$ cat src/rtl/i2a_pkg.sv
// Shared types, constants and helpers of the integer-to-ASCII formatter.
// No dependencies; rtl/integer_to_ascii_formatter.sv uses it.
package i2a_pkg;

  localparam int VALUE_BITS = 32;
  localparam int IN_TDATA_W = ((VALUE_BITS + 7) / 8) * 8;

  // decimal digits of 2^VALUE_BITS - 1 (1233/4096 ~ log10(2)), hex digits
  localparam int DEC_DIGITS = (VALUE_BITS * 1233) / 4096 + 1;
  localparam int HEX_DIGITS = (VALUE_BITS + 3) / 4;
  localparam int DIG_W      = DEC_DIGITS * 4;
  localparam int HEX_W      = HEX_DIGITS * 4;
  localparam int CNT_W      = $clog2(VALUE_BITS);
  localparam int LEFT_W     = $clog2(DEC_DIGITS + 1);

  typedef enum logic [1:0] {
    KIND_SDEC = 2'd0,
    KIND_UDEC = 2'd1,
    KIND_HEXL = 2'd2,
    KIND_HEXU = 2'd3
  } kind_e;

  localparam logic [7:0] CHAR_ZERO    = 8'h30;  // '0'
  localparam logic [7:0] CHAR_MINUS   = 8'h2D;  // '-'
  localparam logic [7:0] CHAR_LOWER_A = 8'h61;  // 'a'
  localparam logic [7:0] CHAR_UPPER_A = 8'h41;  // 'A'

  // ASCII code of one digit: decimal digits and 0-9 of hex map to '0'..'9',
  // hex 10-15 map to a-f or A-F.
  function automatic logic [7:0] digit_char(input logic [3:0] dig, input kind_e kind);
    logic [7:0] base;
    begin
      base = (kind == KIND_HEXU) ? CHAR_UPPER_A : CHAR_LOWER_A;
      if (dig < 4'd10) begin
        digit_char = CHAR_ZERO + {4'b0, dig};
      end else begin
        digit_char = base + {4'b0, dig - 4'd10};
      end
    end
  endfunction

endpackage

$ cat src/rtl/integer_to_ascii_formatter.sv
// Integer-to-ASCII formatter top level: bit-serial binary-to-BCD converter,
// digit shift register and character output register. Uses i2a_pkg.
//
// A request carries a 32-bit value (tdata) and a kind (tuser: 0 signed decimal,
// 1 unsigned decimal, 2 lower-case hex, 3 upper-case hex). The block returns
// the ASCII characters of the number, most significant first, one per output
// transfer, with tlast on the final one; no leading zeros, zero gives "0" and
// a negative signed value gets a leading '-'. One request is in work at a
// time. A decimal request first runs the shift-and-add-3 conversion (one
// value bit per cycle), then emits the sign if any and walks the digit
// positions (10), where leading zeros are dropped without output. A hex
// request skips the conversion. Output back-pressure stalls the sign and
// digit output.
module integer_to_ascii_formatter (
  input  logic                            clk_i,
  input  logic                            rst_ni,
  input  logic                            s_axis_tvalid_i,
  output logic                            s_axis_tready_o,
  input  logic [i2a_pkg::IN_TDATA_W-1:0]  s_axis_tdata_i,   // [31:0] value
  input  logic [1:0]                      s_axis_tuser_i,   // [1:0] kind
  output logic                            m_axis_tvalid_o,
  input  logic                            m_axis_tready_i,
  output logic [7:0]                      m_axis_tdata_o,   // [7:0] character
  output logic                            m_axis_tlast_o
);

  typedef enum logic [1:0] {
    ST_IDLE,
    ST_CONV,
    ST_SIGN,
    ST_EMIT
  } state_e;

  state_e                           state_q, state_d;
  i2a_pkg::kind_e                   kind_q, kind_d;
  logic                             neg_q, neg_d;
  logic                             started_q, started_d;
  logic [i2a_pkg::VALUE_BITS-1:0]   bin_q, bin_d;
  logic [i2a_pkg::DIG_W-1:0]        dig_q, dig_d;
  logic [i2a_pkg::CNT_W-1:0]        cnt_q, cnt_d;
  logic [i2a_pkg::LEFT_W-1:0]       left_q, left_d;
  logic                             m_valid_q, m_valid_d;
  logic [7:0]                       m_data_q, m_data_d;
  logic                             m_last_q, m_last_d;

  logic                             s_accept;
  logic                             out_free;
  i2a_pkg::kind_e                   in_kind;
  logic [i2a_pkg::VALUE_BITS-1:0]   in_value;
  logic                             in_neg;
  logic [i2a_pkg::VALUE_BITS-1:0]   in_mag;
  logic [i2a_pkg::DIG_W-1:0]        dig_adj;
  logic [3:0]                       top_dig;
  logic                             skip_zero;

  assign s_axis_tready_o = (state_q == ST_IDLE);
  assign s_accept        = s_axis_tvalid_i && s_axis_tready_o;
  assign out_free        = !m_valid_q || m_axis_tready_i;

  assign in_kind  = i2a_pkg::kind_e'(s_axis_tuser_i);
  assign in_value = s_axis_tdata_i[i2a_pkg::VALUE_BITS-1:0];
  assign in_neg   = (in_kind == i2a_pkg::KIND_SDEC) && in_value[i2a_pkg::VALUE_BITS-1];
  // the most negative value negates onto itself, which is its magnitude unsigned
  assign in_mag   = in_neg ? (~in_value + 1'b1) : in_value;

  // add 3 to every BCD digit of 5 or more before the shift
  always_comb begin
    for (int i = 0; i < i2a_pkg::DEC_DIGITS; i++) begin
      dig_adj[4*i +: 4] = (dig_q[4*i +: 4] >= 4'd5) ? dig_q[4*i +: 4] + 4'd3
                                                     : dig_q[4*i +: 4];
    end
  end

  assign top_dig   = dig_q[i2a_pkg::DIG_W-1 -: 4];
  assign skip_zero = !started_q && (top_dig == 4'd0) && (left_q != i2a_pkg::LEFT_W'(1));

  always_comb begin
    state_d   = state_q;
    kind_d    = kind_q;
    neg_d     = neg_q;
    started_d = started_q;
    bin_d     = bin_q;
    dig_d     = dig_q;
    cnt_d     = cnt_q;
    left_d    = left_q;
    m_valid_d = m_valid_q && !m_axis_tready_i;
    m_data_d  = m_data_q;
    m_last_d  = m_last_q;

    unique case (state_q)
      ST_IDLE: begin
        if (s_accept) begin
          kind_d    = in_kind;
          neg_d     = in_neg;
          started_d = 1'b0;
          cnt_d     = '0;
          bin_d     = in_mag;
          if (in_kind == i2a_pkg::KIND_SDEC || in_kind == i2a_pkg::KIND_UDEC) begin
            dig_d   = '0;
            left_d  = i2a_pkg::LEFT_W'(i2a_pkg::DEC_DIGITS);
            state_d = ST_CONV;
          end else begin
            // hex digits left aligned in the digit register
            dig_d   = i2a_pkg::DIG_W'(in_value) << (i2a_pkg::DIG_W - i2a_pkg::HEX_W);
            left_d  = i2a_pkg::LEFT_W'(i2a_pkg::HEX_DIGITS);
            state_d = ST_EMIT;
          end
        end
      end
      ST_CONV: begin
        dig_d = {dig_adj[i2a_pkg::DIG_W-2:0], bin_q[i2a_pkg::VALUE_BITS-1]};
        bin_d = bin_q << 1;
        cnt_d = cnt_q + 1'b1;
        if (cnt_q == i2a_pkg::CNT_W'(i2a_pkg::VALUE_BITS - 1)) begin
          state_d = neg_q ? ST_SIGN : ST_EMIT;
        end
      end
      ST_SIGN: begin
        if (out_free) begin
          m_valid_d = 1'b1;
          m_data_d  = i2a_pkg::CHAR_MINUS;
          m_last_d  = 1'b0;
          state_d   = ST_EMIT;
        end
      end
      ST_EMIT: begin
        if (skip_zero) begin
          dig_d  = dig_q << 4;
          left_d = left_q - 1'b1;
        end else if (out_free) begin
          m_valid_d = 1'b1;
          m_data_d  = i2a_pkg::digit_char(top_dig, kind_q);
          m_last_d  = (left_q == i2a_pkg::LEFT_W'(1));
          started_d = 1'b1;
          dig_d     = dig_q << 4;
          left_d    = left_q - 1'b1;
          if (left_q == i2a_pkg::LEFT_W'(1)) begin
            state_d = ST_IDLE;
          end
        end
      end
      default: state_d = ST_IDLE;
    endcase
  end

  always_ff @(posedge clk_i or negedge rst_ni) begin
    if (!rst_ni) begin
      state_q   <= ST_IDLE;
      kind_q    <= i2a_pkg::KIND_SDEC;
      neg_q     <= 1'b0;
      started_q <= 1'b0;
      bin_q     <= '0;
      dig_q     <= '0;
      cnt_q     <= '0;
      left_q    <= '0;
      m_valid_q <= 1'b0;
      m_data_q  <= '0;
      m_last_q  <= 1'b0;
    end else begin
      state_q   <= state_d;
      kind_q    <= kind_d;
      neg_q     <= neg_d;
      started_q <= started_d;
      bin_q     <= bin_d;
      dig_q     <= dig_d;
      cnt_q     <= cnt_d;
      left_q    <= left_d;
      m_valid_q <= m_valid_d;
      m_data_q  <= m_data_d;
      m_last_q  <= m_last_d;
    end
  end

  assign m_axis_tvalid_o = m_valid_q;
  assign m_axis_tdata_o  = m_data_q;
  assign m_axis_tlast_o  = m_last_q;

  // a digit position always remains while emitting
  a_emit_left: assert property (@(posedge clk_i) disable iff (!rst_ni)
    state_q == ST_EMIT |-> left_q != '0)
    else $error("emit state with no digits left");

  // an accepted request goes to conversion or straight to emission
  a_accept_next: assert property (@(posedge clk_i) disable iff (!rst_ni)
    s_accept |=> (state_q == ST_CONV || state_q == ST_EMIT))
    else $error("accepted request did not start");

  // the sign character is never the final one
  a_sign_not_last: assert property (@(posedge clk_i) disable iff (!rst_ni)
    m_axis_tvalid_o && (m_axis_tdata_o == i2a_pkg::CHAR_MINUS) |-> !m_axis_tlast_o)
    else $error("sign character marked last");

  // the sign goes out only for a negative signed request
  a_sign_neg: assert property (@(posedge clk_i) disable iff (!rst_ni)
    state_q == ST_SIGN |-> neg_q && kind_q == i2a_pkg::KIND_SDEC)
    else $error("sign state without negative signed value");

endmodule

$ cat config.mk
export PLATFORM = sky130hd
export DESIGN_NAME = integer_to_ascii_formatter
export DESIGN_NICKNAME = d
export VERILOG_FILES = /design/src/rtl/i2a_pkg.sv /design/src/rtl/integer_to_ascii_formatter.sv
export SDC_FILE = /design/constraint.sdc
export NUM_CORES = 1
export LEC_CHECK = 0
export BUFFER_PORTS_ARGS = -buffer_cell sky130_fd_sc_hd__buf_2
export CORE_AREA = 2 2 133 135
export CTS_CLUSTER_DIAMETER = 100
export CTS_CLUSTER_SIZE = 25
export DETAILED_ROUTE_END_ITERATION = 10
export DIE_AREA = 0 0 135 137
export GPL_TIMING_DRIVEN = 1
export SKIP_CTS_REPAIR_TIMING = 1
export SLEW_MARGIN = 20
export SYNTH_ARGS = -nofsm -noshare
export SYNTH_HDL_FRONTEND = slang
export SYNTH_SLANG_ARGS = --single-unit
$ cat constraint.sdc
create_clock -name clk_i -period 2.2 [get_ports clk_i]
set_clock_uncertainty 0.2 [all_clocks]
set_input_delay 0 -clock clk_i [delete_from_list [all_inputs] [get_ports clk_i]]
set_output_delay 0 -clock clk_i [all_outputs]
set_load 0.01 [all_outputs]
==> results of run 1 <==
==> final timing paths <==
check	start	end	slack, ps	cells after the start
max in group asynchronous	rst_ni	m_axis_tdata_o[5]$_DFFE_PN0P_	1000	4
setup reg to reg	left_q[1]$_DFFE_PN0P_	dig_q[15]$_DFFE_PN0P_	-70	8
hold reg to reg	kind_q[1]$_DFFE_PN0P_	m_axis_tdata_o[5]$_DFFE_PN0P_	270	1
setup / recovery	left_q[1]$_DFFE_PN0P_	dig_q[15]$_DFFE_PN0P_	-70	8
hold / removal	s_axis_tdata_i[1]	dig_q[9]$_DFFE_PN0P_	-50	4
min in group asynchronous	rst_ni	dig_q[29]$_DFFE_PN0P_	500	4
==> state kept, by name, indices dropped and copies added (netlist names), 2 cells and up <==
register and flops:
dig_q 40, bin_q 32, m_axis_tdata_o 7, cnt_q 5, left_q 4, kind_q 2
state_q 2
==> placed cells by master (no fill, tap or decap), types with 23 or more instances in the layout <==
master / n
inv_1: 30
buf_4: 53
dfrtp_1: 96
dlygate4sd3_1: 37
buf_2: 46
nor3_1: 23
nand2_1: 50
o21ai_0: 46
nor2_1: 55
xnor2_1: 32
a31oi_1: 23
ha_1: 29
a21oi_1: 37
==> per-stage QoR <==
stage | setup slack, ps | area, µm² | instances | util (%) | hold WS [ps]
after floorplan | -81.9 | 6390 | 718 | - | -496
after global placement | -120 | 7260 | 1004 | 42.5 | -227
after detailed placement | -199 | 7260 | 1004 | 42.5 | -229
after CTS | -212 | 7560 | 1020 | 44.3 | -605
after global routing | -165 | 8230 | 1063 | 48.3 | 19.8
final | -70.8 | 8230 | 1063 | 48.3 | -45.0
==> layout make-up <==
| type | instances | area (µm²) | share of cell area, % |
|---|---|---|---|
| Inverter | 34 | 128 | 1.55 |
| Clock buffer | 9 | 225 | 2.74 |
| Tap cell | 225 | 282 | 3.42 |
| Clock inverter | 7 | 78.8 | 0.958 |
| Timing Repair Buffer | 152 | 1300 | 15.8 |
| Sequential cell | 96 | 2400 | 29.2 |
| Multi-Input combinational cell | 540 | 3810 | 46.3 |
==> per-layer routing <==
layer | global-route usage [%] | part of all wire, %
met3 | 2.26 | 4.8
met2 | 32.8 | 46
met1 | 30.1 | 47
met5 | 0 | 0
met4 | 5.38 | 1.9
==> logic make-up (layout without fill, tap and decap cells) <==
logic type | count (synthesis) | in the layout
AOI/OAI and AO/OA | 231 | 231
adders and majority gates | 32 | 32
buffers and inverters | 82 | 202
and+or+nand+nor | 210 | 210
DFF | 96 | 96
other | 1 | 1
xor gates and xnor gates | 47 | 47
muxes | 19 | 19
==> synth_stat cells (3+ instances only) <==
cell type  count  share of area, %
o22ai_1       12               1.2
o21ai_0       65               5.1
inv_1         33               2.0
buf_2          4              0.32
nor2_1        57               3.4
nor4_1         7              0.69
o21ai_1        7              0.55
o21bai_1       3              0.36
a22oi_1        7              0.83
and3_1         8              0.79
a222oi_1      12               1.9
xnor2_1       32               4.4
or3_1          3              0.30
xor2_1        15               2.1
a22o_1         6              0.83
a221oi_1      19               2.6
dfrtp_1       96                38
a211oi_1       9               1.1
nand3_1        7              0.55
or4_4          3              0.53
a31oi_1       24               2.4
o221ai_1       4              0.55
clkbuf_1      38               2.3
nor3b_1       14               1.7
a21oi_1       38               3.0
mux2i_1       17               2.7
nand2b_1      13               1.3
nor3_1        25               2.0
o31ai_1        9               1.1
nand2_1       55               3.3
ha_1          32               6.3
nor2b_1        4              0.39
a21o_1         3              0.36
a41oi_1        3              0.41
==> worst min-delay path, stage by stage <==
cell and delay [ps]:
buf_2 120, buf_4 120, a222oi_1 80, o21ai_0 150
==> report_power, final <==
group	internal [W]	switching, W
Clock	0.000892	0.000748
Combinational	0.00321	0.00388
Sequential	0.00257	0.000733
Total	0.00668	0.00536
==> summary.md, run 1 <==
| Metric | Value |
|---|---|
| RD Place Congestion | `between 0.8 and 0.9` |
| Leak | `3.46 nW` |
| Final setup fails | `23` |
| Die Y | `roughly 140 µm` |
| Slew headroom | `around 58%` |
| Final WS setup | `-70.8 ps` |
| CP Buf/Inv Count | `2` |
| Synthesized instance count | `718` |
| Largest family of logic cells by synthesized area | `compound AO/OA/AOI/OAI gates` |
| Power per Cell Area | `between 1000 and 1500 mW/mm²` |
| Final Max Slew Viols | `0` |
| Width of the die | `135 µm` |
| H-tree depth | `3` |
| Total length of routed wires | `between 15000 and 20000 µm` |
| Max_cap viols | `0` |
| Share of cells above drive strength 1 | `a little over a fifth` |
| GRT overflow | `0` |
| WL/cell | `18.1 µm` |
| Synth Area in Simple Gates | `16.7%` |
| Post-DP HPWL | `around 13000 µm` |
| Post-synthesis adder-cell area fraction | `under 10%` |
| Final hold vios | `6` |
| Final Total Pwr | `between 0.01 and 0.015 W` |
| CTS root buf | `clkbuf_16` |
| Worst-Skew Late Latency | `approximately 350 ps` |
| CTS tree | `built` |
| First-pass GRT wire length | `between 30000 and 40000 µm` |
| Failing checks | `negative hold slack, negative setup slack` |
| Fmax | `~440 MHz` |
| Ports | `between 40 and 50` |
| Top delay family on crit path | `simple AND/OR/NAND/NOR gates` |
| Routed via count | `5984` |
| Longest Clk Path Bufs | `2` |
| Mapped Avg Cell Area | `8.82 µm²` |
| Critical path's slowest cell | `or3b_4` |
| Mux contribution to synthesized area | `3.04%` |
| CP startpoint kind | `flop` |
| Critical path class | `flop to flop` |
| Pin count of the biggest net entering global routing | `45` |
| Area Growth Syn to Fin | `29.9%` |
| Setup repair after global routing missed its margin | `yes` |
| Number of CTS-inserted buffers | `9` |
| Post-synthesis cell type count | `just over 60` |
| Remaining DRCs | `0` |
| Max stage delay on crit path | `390 ps` |
| First drt pass iteration count | `6` |
| Hold Slack | `-45.0 ps` |
| Crit end category | `flop` |
| Synthesized Nets | `approximately 790` |
| FF+latch count, synth | `96` |
| Worst-Margin Slew | `approximately 630 ps` |
| Initial antenna violation count | `0` |
| CP Cell Sequence | `inv_2 > ha_4 > or3b_4 > a2111oi_4 > or3_4 > buf_12 > a221oi_2 > o22ai_1` |
| Fin Setup TNS | `-944 ps` |
| Fraction of the mapped netlist area in compound gates | `between 20 and 25%` |
| Initial core utilization | `between 30 and 40%` |
| NumNets Final | `~900` |
| Fill count | `~1600` |
| Worst Path Arrival | `around 2300 ps` |
| CTS Sinks | `96` |
| Clk pin slew, worst setup/hold paths | `approximately 70 ps` |
| Die area | `between 0.015 and 0.02 mm²` |
| Post-synth EDFFs | `0` |
| Post-detailed-route count of antenna-violating nets | `0` |
| Sequential share of the synthesized area | `37.9%` |
| Min cycle time layout | `approximately 2300 ps` |
| Final period util | `103%` |
| Crit-path max FO | `17` |
| Number of port buffers | `47` |
| Via-to-Cell Ratio | `roughly 5.6` |
| Hold Path Class | `input port to flop` |
| Worst Path Required | `between 2000 and 2500 ps` |
| Maximum vdd drop | `slightly below 0.6 mV` |
| Row Count | `48` |
| Vias in the first global route | `around 5500` |
| Inserted Diodes | `0` |
| Post-synth ARST share | `100%` |
| All-Layer GR Usage | `20.7%` |
| Ys Warns | `0` |
| Synthesized cell area | `0.00633 mm²` |
| Post-synth top flop | `dfrtp_1` |
| Status | `finished with violations` |
| Core area | `~0.017 mm²` |
| XOR/XNOR share of the synthesized area | `6.50%` |
| Iter 0 DRT Violations | `approximately 540` |
Note: power is estimated with default switching activity, not from simulation.
==> inputs of run 2 (changes only) <==
--- a/config.mk
+++ b/config.mk
@@ -12,6 +12,7 @@
 export DETAILED_ROUTE_END_ITERATION = 10
 export DIE_AREA = 0 0 135 137
 export GPL_TIMING_DRIVEN = 1
+export PLACE_DENSITY = 0.64
 export SKIP_CTS_REPAIR_TIMING = 1
 export SLEW_MARGIN = 20
 export SYNTH_ARGS = -nofsm -noshare
==> constraint.sdc (replaced) <==
create_clock -name clk_i -period 2.12 [get_ports clk_i]
set_clock_uncertainty 0.2 [all_clocks]
set_input_delay 0 -clock clk_i [delete_from_list [all_inputs] [get_ports clk_i]]
set_output_delay 0 -clock clk_i [all_outputs]
set_load 0.01 [all_outputs]
==> run 2 against run 1 <==
Effect of this change: the run still ends with negative hold slack, negative setup slack left; sequential power increased by 4%; worst hold slack got worse by 21 ps; combinational power increased by 22%; via count increased by 2.3%; routed wire length increased by 2.4%; power increased by 14%; flip-flop and latch count unchanged; first-iteration DRC count increased by 1.5%; clock power increased by 3%; count of clock-buffer cells in the layout increased by 1; die area unchanged; cell area increased by 5.6%; critical path type unchanged; critical endpoint is now dig_q[2]$_DFFE_PN0P_.
==> summary.md, run 2 (synthesis gave the netlist of run 1 again) <==
| Metric | Value |
|---|---|
| Vias in the first global route | `5763 (+4.4%)` |
| NumNets Final | `931 (+3.1%)` |
| Top reg by flops | `dig_q` |
| Final Max Slew Viols | `0 (unchanged)` |
| Max_cap viols | `0 (unchanged)` |
| Setup repair after global routing missed its margin | `yes` |
| Sequential Power Share | `25.0% (-2.5 points)` |
| Pin count of the biggest net entering global routing | `39 (-13%)` |
| Worst-Margin Slew | `648 ps (+14.8 ps)` |
| Share of cells above drive strength 1 | `29.7% (+7.8 points)` |
| Area Growth Syn to Fin | `37.2%` |
| CTS tree | `built` |
| Iter 0 DRT Violations | `551 (+1.5%)` |
| Crit end category | `flop` |
| Maximum vdd drop | `0.759 mV (+28%)` |
| Most frequent cells in the layout | `96 x dfrtp_1, 75 x buf_4, 52 x nor2_1` |
| Post-detailed-route count of antenna-violating nets | `0 (unchanged)` |
| Initial antenna violation count | `0 (unchanged)` |
| First drt pass iteration count | `6 (unchanged)` |
| Width of the die | `135 µm (unchanged)` |
| Post-DP HPWL | `12800 µm (-0.95%)` |
| CTS root buf | `clkbuf_16` |
| Min cycle time layout | `2340 ps (+69.3 ps)` |
| Final setup fails | `42 (+83%)` |
| Leak | `3.68 nW (+6.5%)` |
| Number of CTS-inserted buffers | `9 (unchanged)` |
| Core area | `0.0171 mm² (unchanged)` |
| Gate power share | `62.7% (+3.8 points)` |
| Initial core utilization | `37.1% (unchanged)` |
| Inserted Diodes | `0 (unchanged)` |
| Worst Path Arrival | `2410 ps (+70 ps)` |
| Failing checks | `negative hold slack, negative setup slack` |
| Internal | `0.00767 W (+15%)` |
| GRT overflow | `0 (unchanged)` |
| Dpl cell area | `0.00743 mm² (+2.3%)` |
| Final period util | `110% (+7.2 points)` |
| CTS Sinks | `96 (unchanged)` |
| Longest Clk Path Bufs | `2 (unchanged)` |
| Slew headroom | `56.8% (-0.98 points)` |
| Core Util, Final | `51.0% (+2.7 points)` |
| Via-to-Cell Ratio | `5.62 (-0.20%)` |
| Critical path class | `flop to flop` |
| Fill count | `1582 (-3.1%)` |
| Worst Path Required | `2190 ps (-80 ps)` |
| Status | `finished with violations` |
| Dpl cells | `1025 (+2.1%)` |
| First-pass GRT wire length | `29800 µm (-1.2%)` |
| WL/cell | `18.1 µm (-0.10%)` |
| Routed via count | `6124 (+2.3%)` |
| Layout Cells excl Fill | `1090 (+2.5%)` |
| Sw Share | `44.3% (-0.20 points)` |
| Max FFs per register | `40 (unchanged)` |
| Final Total Pwr | `0.0138 W (+14%)` |
| Final hold vios | `37 (+31)` |
| Total length of routed wires | `19700 µm (+2.4%)` |
| Final instance area | `0.00869 mm² (+5.6%)` |
| H-tree depth | `3 (unchanged)` |
| Fmax | `427 MHz (-3.0%)` |
| Final WS setup | `-220 ps (-149 ps)` |
| CP startpoint kind | `flop` |
| Crit-path max FO | `8 (-9)` |
| Remaining DRCs | `0 (unchanged)` |
| Ports | `49 (unchanged)` |
| Worst-Skew Late Latency | `360 ps (about the same)` |
| Clk pin slew, worst setup/hold paths | `70 ps (about the same)` |
| Row Count | `48 (unchanged)` |
| Hold Path Class | `input port to flop` |
| Sw power | `0.00611 W (+14%)` |
| Power per Cell Area | `1580 mW/mm² (+8.4%)` |
| Clock power frac | `12.3% (-1.3 points)` |
| Die Y | `137 µm (unchanged)` |
| Commonest non-fill, non-tap cell in the layout | `dfrtp_1` |
| Hold Slack | `-66.5 ps (-21.5 ps)` |
| Die area | `0.0185 mm² (unchanged)` |
| RD Place Congestion | `0.859 (+2.4%)` |
| All-Layer GR Usage | `20.7% (+0.052 points)` |
| Number of port buffers | `47 (unchanged)` |
run 2: cell count changes in the layout (fill, tap and decap cells not counted), moves of 4 or more:
cell / delta
nand2_2: +13
o21ai_2: +11
nand2_4: +4
buf_4: +22
buf_6: +6
nand2_1: -17
o21ai_0: -10
run 2: path summary, 6_finish.rpt:
path,cells after the start,slack (ps),start,to
max,9,-220,left_q[1]$_DFFE_PN0P_,dig_q[2]$_DFFE_PN0P_
min,5,-70,s_axis_tdata_i[6],bin_q[6]$_DFFE_PN0P_
max reg2reg,9,-220,left_q[1]$_DFFE_PN0P_,dig_q[2]$_DFFE_PN0P_
min reg2reg,1,280,kind_q[1]$_DFFE_PN0P_,m_axis_tdata_o[5]$_DFFE_PN0P_
max in group asynchronous,3,1120,rst_ni,bin_q[13]$_DFFE_PN0P_
min in group asynchronous,2,-30,rst_ni,dig_q[32]$_DFFE_PN0P_
run 2: area by class of cell:
| class | count | area, µm² | share of cell area [%] |
|---|---|---|---|
| Clock buffer | 10 | 239 | 2.75 |
| Clock inverter | 5 | 57.6 | 0.662 |
| Inverter | 34 | 131 | 1.51 |
| Multi-Input combinational cell | 540 | 4020 | 46.2 |
| Sequential cell | 96 | 2400 | 27.6 |
| Tap cell | 225 | 282 | 3.24 |
| Timing Repair Buffer | 180 | 1560 | 18.0 |
run 2: power by group through the flow:
stage,Clock [W],Sequential [W],Combinational [W]
2_1_floorplan,0,0.00325,0.00460
3_3_place_gp,0,0.00338,0.00666
3_5_place_dp,0,0.00339,0.00678
4_1_cts,0.00170,0.00336,0.00681
5_1_grt,0.00178,0.00357,0.00942
6_report,0.00169,0.00345,0.00864
run 2: critical path, stage by stage (launching register included):
cell and delay [ps]:
dfrtp_1 390, inv_2 80, ha_4 120, or3b_4 390, a2111oi_4 380, or3_4 280
buf_12 140, clkbuf_16 160, nand2_2 50, o31ai_1 60
run 2: per-layer routing:
metal | vias up | global-route usage [%] | routed length [µm]
li1 | 2923 | - | -
met1 | 2962 | 28.3 | 8890
met2 | 201 | 33.3 | 9260
met3 | 38 | 3.67 | 1120
met4 | 0 | 6.89 | 456
met5 | - | 0 | 0
run 2: metrics by stage:
stage / TNS, ps / hold slack (ps) / worst slack, ps
after floorplan: -4820 / -496 / -162
after global placement: -5270 / -189 / -202
after detailed placement: -6840 / -186 / -247
after CTS: -8390 / -562 / -253
after global routing: -9360 / 8.33 / -282
final: -6170 / -66.5 / -220
==> inputs of run 3 (changes only) <==
--- a/config.mk
+++ b/config.mk
@@ -6,13 +6,15 @@
 export NUM_CORES = 1
 export LEC_CHECK = 0
 export BUFFER_PORTS_ARGS = -buffer_cell sky130_fd_sc_hd__buf_2
+export CELL_PAD_IN_SITES_DETAIL_PLACEMENT = 1
+export CELL_PAD_IN_SITES_GLOBAL_PLACEMENT = 1
 export CORE_AREA = 2 2 133 135
 export CTS_CLUSTER_DIAMETER = 100
 export CTS_CLUSTER_SIZE = 25
 export DETAILED_ROUTE_END_ITERATION = 10
 export DIE_AREA = 0 0 135 137
 export GPL_TIMING_DRIVEN = 1
-export PLACE_DENSITY = 0.64
+export PLACE_DENSITY = 0.74
 export SKIP_CTS_REPAIR_TIMING = 1
 export SLEW_MARGIN = 20
 export SYNTH_ARGS = -nofsm -noshare
==> run 3 against run 2 <==
Effect of this change: the run still ends with negative hold slack, negative setup slack left; critical path depth down 1; worst hold slack better by 9.8 ps; count of clock-buffer cells in the layout unchanged; non-clock buffer count down 11; sequential power up 2%; utilization up 0.32 points; sequential share of layout area down 0.17 points; fmax down 1.6%; via count up 8.1%.
==> summary.md, run 3 (synthesis gave the netlist of run 1 again) <==
| Metric | Value |
|---|---|
| Row Count | `48 (unchanged)` |
| CTS root buf | `clkbuf_16` |
| Post-DP HPWL | `15500 µm (+21%)` |
| Pin count of the biggest net entering global routing | `47 (+21%)` |
| Slew headroom | `51.2% (-5.6 points)` |
| Number of port buffers | `47 (unchanged)` |
| Internal | `0.00789 W (+2.9%)` |
| RD Place Congestion | `0.863 (+0.50%)` |
| First-pass GRT wire length | `35600 µm (+19%)` |
| Remaining DRCs | `0 (unchanged)` |
| Gate power share | `63.4% (+0.7 points)` |
| Post-detailed-route count of antenna-violating nets | `0 (unchanged)` |
| All-Layer GR Usage | `24.8% (+4.1 points)` |
| Fill count | `1961 (+24%)` |
| Final setup fails | `47 (+12%)` |
| Critical path class | `flop to flop` |
| Hold Path Class | `input port to flop` |
| Crit-path max FO | `17 (+9)` |
| Maximum vdd drop | `0.762 mV (+0.40%)` |
| CTS Sinks | `96 (unchanged)` |
| Min-Delay Endpoint | `bin_q[23]$_DFFE_PN0P_` |
| Vias in the first global route | `6539 (+13%)` |
| CTS tree | `built` |
| H-tree depth | `3 (unchanged)` |
| Final instance area | `0.00875 mm² (+0.63%)` |
| Critical path's slowest cell | `or3_4` |
| Status | `finished with violations` |
| Crit end category | `flop` |
| Iter 0 DRT Violations | `620 (+13%)` |
| Max_cap viols | `0 (unchanged)` |
| Worst reg2reg path startpoint | `dig_q[36]$_DFFE_PN0P_` |
| Area Growth Syn to Fin | `38.1%` |
| Hold Slack | `-56.7 ps (+9.76 ps)` |
| Sw power | `0.00680 W (+11%)` |
| Cells on worst reg2reg path | `8 (-1)` |
| Worst hold path cell count | `4 (-1)` |
| Most frequent cells in the layout | `96 x dfrtp_1, 59 x buf_4, 50 x nor2_1` |
| Inserted Diodes | `0 (unchanged)` |
| Share of cells above drive strength 1 | `28.7% (-1.1 points)` |
| HP Start | `s_axis_tdata_i[22]` |
| GRT overflow | `0 (unchanged)` |
| Worst Path Required | `2160 ps (-30 ps)` |
| Ports | `49 (unchanged)` |
| Longest Clk Path Bufs | `2 (unchanged)` |
| Fin Setup TNS | `-7940 ps (-1770 ps)` |
| Final WS setup | `-257 ps (-37.3 ps)` |
| Top reg by flops | `dig_q` |
| Final Max Slew Viols | `0 (unchanged)` |
| NumNets Final | `920 (-1.2%)` |
| Worst Path Arrival | `2410 ps (about the same)` |
| Total length of routed wires | `25200 µm (+28%)` |
| Routed via count | `6621 (+8.1%)` |
| Initial antenna violation count | `0 (unchanged)` |
| Initial core utilization | `37.1% (unchanged)` |
| CP startpoint kind | `flop` |
| Via-to-Cell Ratio | `6.13 (+9.1%)` |
| Final period util | `112% (+1.8 points)` |
| Setup repair after global routing missed its margin | `yes` |
| Dpl cell area | `0.00736 mm² (-0.84%)` |
| Width of the die | `135 µm (unchanged)` |
| Sequential Power Share | `23.9% (-1.1 points)` |
| Leak | `3.69 nW (+0.24%)` |
| Max FFs per register | `40 (unchanged)` |
| Setup slack, reg-to-reg | `-260 ps (-40 ps)` |
| Failing checks | `negative hold slack, negative setup slack` |
| Core area | `0.0171 mm² (unchanged)` |
| Sw Share | `46.3% (+2.0 points)` |
| First drt pass iteration count | `7 (+1)` |
| Number of CTS-inserted buffers | `9 (unchanged)` |
| WL/cell | `23.3 µm (+29%)` |
| Clock power frac | `12.7% (+0.4 points)` |
| Fmax | `421 MHz (-1.6%)` |
| Die area | `0.0185 mm² (unchanged)` |
| CP Cell Sequence | `inv_2 > ha_4 > nor4b_4 > a2111oi_4 > or3_4 > buf_12 > a221oi_1 > nor2_1` |
| Power per Cell Area | `1680 mW/mm² (+6.0%)` |
| Worst-Margin Slew | `731 ps (+82.4 ps)` |
| Worst-Skew Late Latency | `360 ps (about the same)` |
| Max stage delay on crit path | `480 ps (+90 ps)` |
| Commonest non-fill, non-tap cell in the layout | `dfrtp_1` |
| Capturing point of the worst reg2reg path | `dig_q[6]$_DFFE_PN0P_` |
| Clk pin slew, worst setup/hold paths | `70 ps (about the same)` |
| Final hold vios | `45 (+22%)` |
| Die Y | `137 µm (unchanged)` |
| Min cycle time layout | `2380 ps (+37.3 ps)` |
[run 3: worst max-delay path by stage]
stage / from / end / slack [ps] / depth (start not counted)
6_report: dig_q[36]$_DFFE_PN0P_ / dig_q[6]$_DFFE_PN0P_ / -260 / 8
3_5_place_dp: dig_q[37]$_DFFE_PN0P_ / dig_q[15]$_DFFE_PN0P_ / -340 / 8
2_1_floorplan: left_q[1]$_DFFE_PN0P_ / dig_q[2]$_DFFE_PN0P_ / -160 / 10
5_1_grt: left_q[1]$_DFFE_PN0P_ / dig_q[11]$_DFFE_PN0P_ / -320 / 8
3_3_place_gp: dig_q[36]$_DFFE_PN0P_ / dig_q[19]$_DFFE_PN0P_ / -250 / 8
4_1_cts: dig_q[37]$_DFFE_PN0P_ / dig_q[31]$_DFFE_PN0P_ / -360 / 8
[run 3: final cells by class]
type	instances	area, µm²	area share [%]
timing repair buffer	169	1550	17.7
inverter	34	131	1.50
sequential	96	2400	27.5
clock buffer	10	239	2.73
tap	225	282	3.22
clock inverter	6	90.1	1.03
multi-input combinational	540	4060	46.4
[run 3: critical path: cells and delay by family, from the launching register on]
kind                     cells  cell delay, ps
adder cells (fa/ha/maj)      1             130
buffers and inverters        2             280
AO/OA/AOI/OAI                2             420
flip-flops                   1             400
AND/OR/NAND/NOR              3             810
[run 3: per-stage QoR]
stage	setup slack [ps]	hold slack (ps)	std cells	total power, W	utilization, %
2_1_floorplan	-162	-496	718	0.00784	-
3_3_place_gp	-252	-189	1015	0.00993	43.2
3_5_place_dp	-336	-170	1015	0.0105	43.2
4_1_cts	-360	-560	1031	0.0124	45.1
5_1_grt	-319	2.53	1080	0.0155	51.3
6_report	-257	-56.7	1080	0.0147	51.3
[run 3: power groups by stage]
| stage | Combinational [W] | Sequential [W] | Clock [W] |
|---|---|---|---|
| after CTS | 0.00711 | 0.00341 | 0.00188 |
| after global routing | 0.00996 | 0.00362 | 0.00194 |
| final | 0.00932 | 0.00351 | 0.00187 |
| after detailed placement | 0.00703 | 0.00344 | 0 |
| after global placement | 0.00657 | 0.00336 | 0 |
| after floorplan | 0.00460 | 0.00325 | 0 |
[run 3: routing by layer]
layer / track usage (%) / vias to the layer above / wire (µm)
li1: - / 2896 / -
met1: 31.1 / 3412 / 10400
met2: 43.7 / 240 / 12900
met3: 2.33 / 73 / 1080
met4: 10.4 / 0 / 914
met5: 0 / - / 0
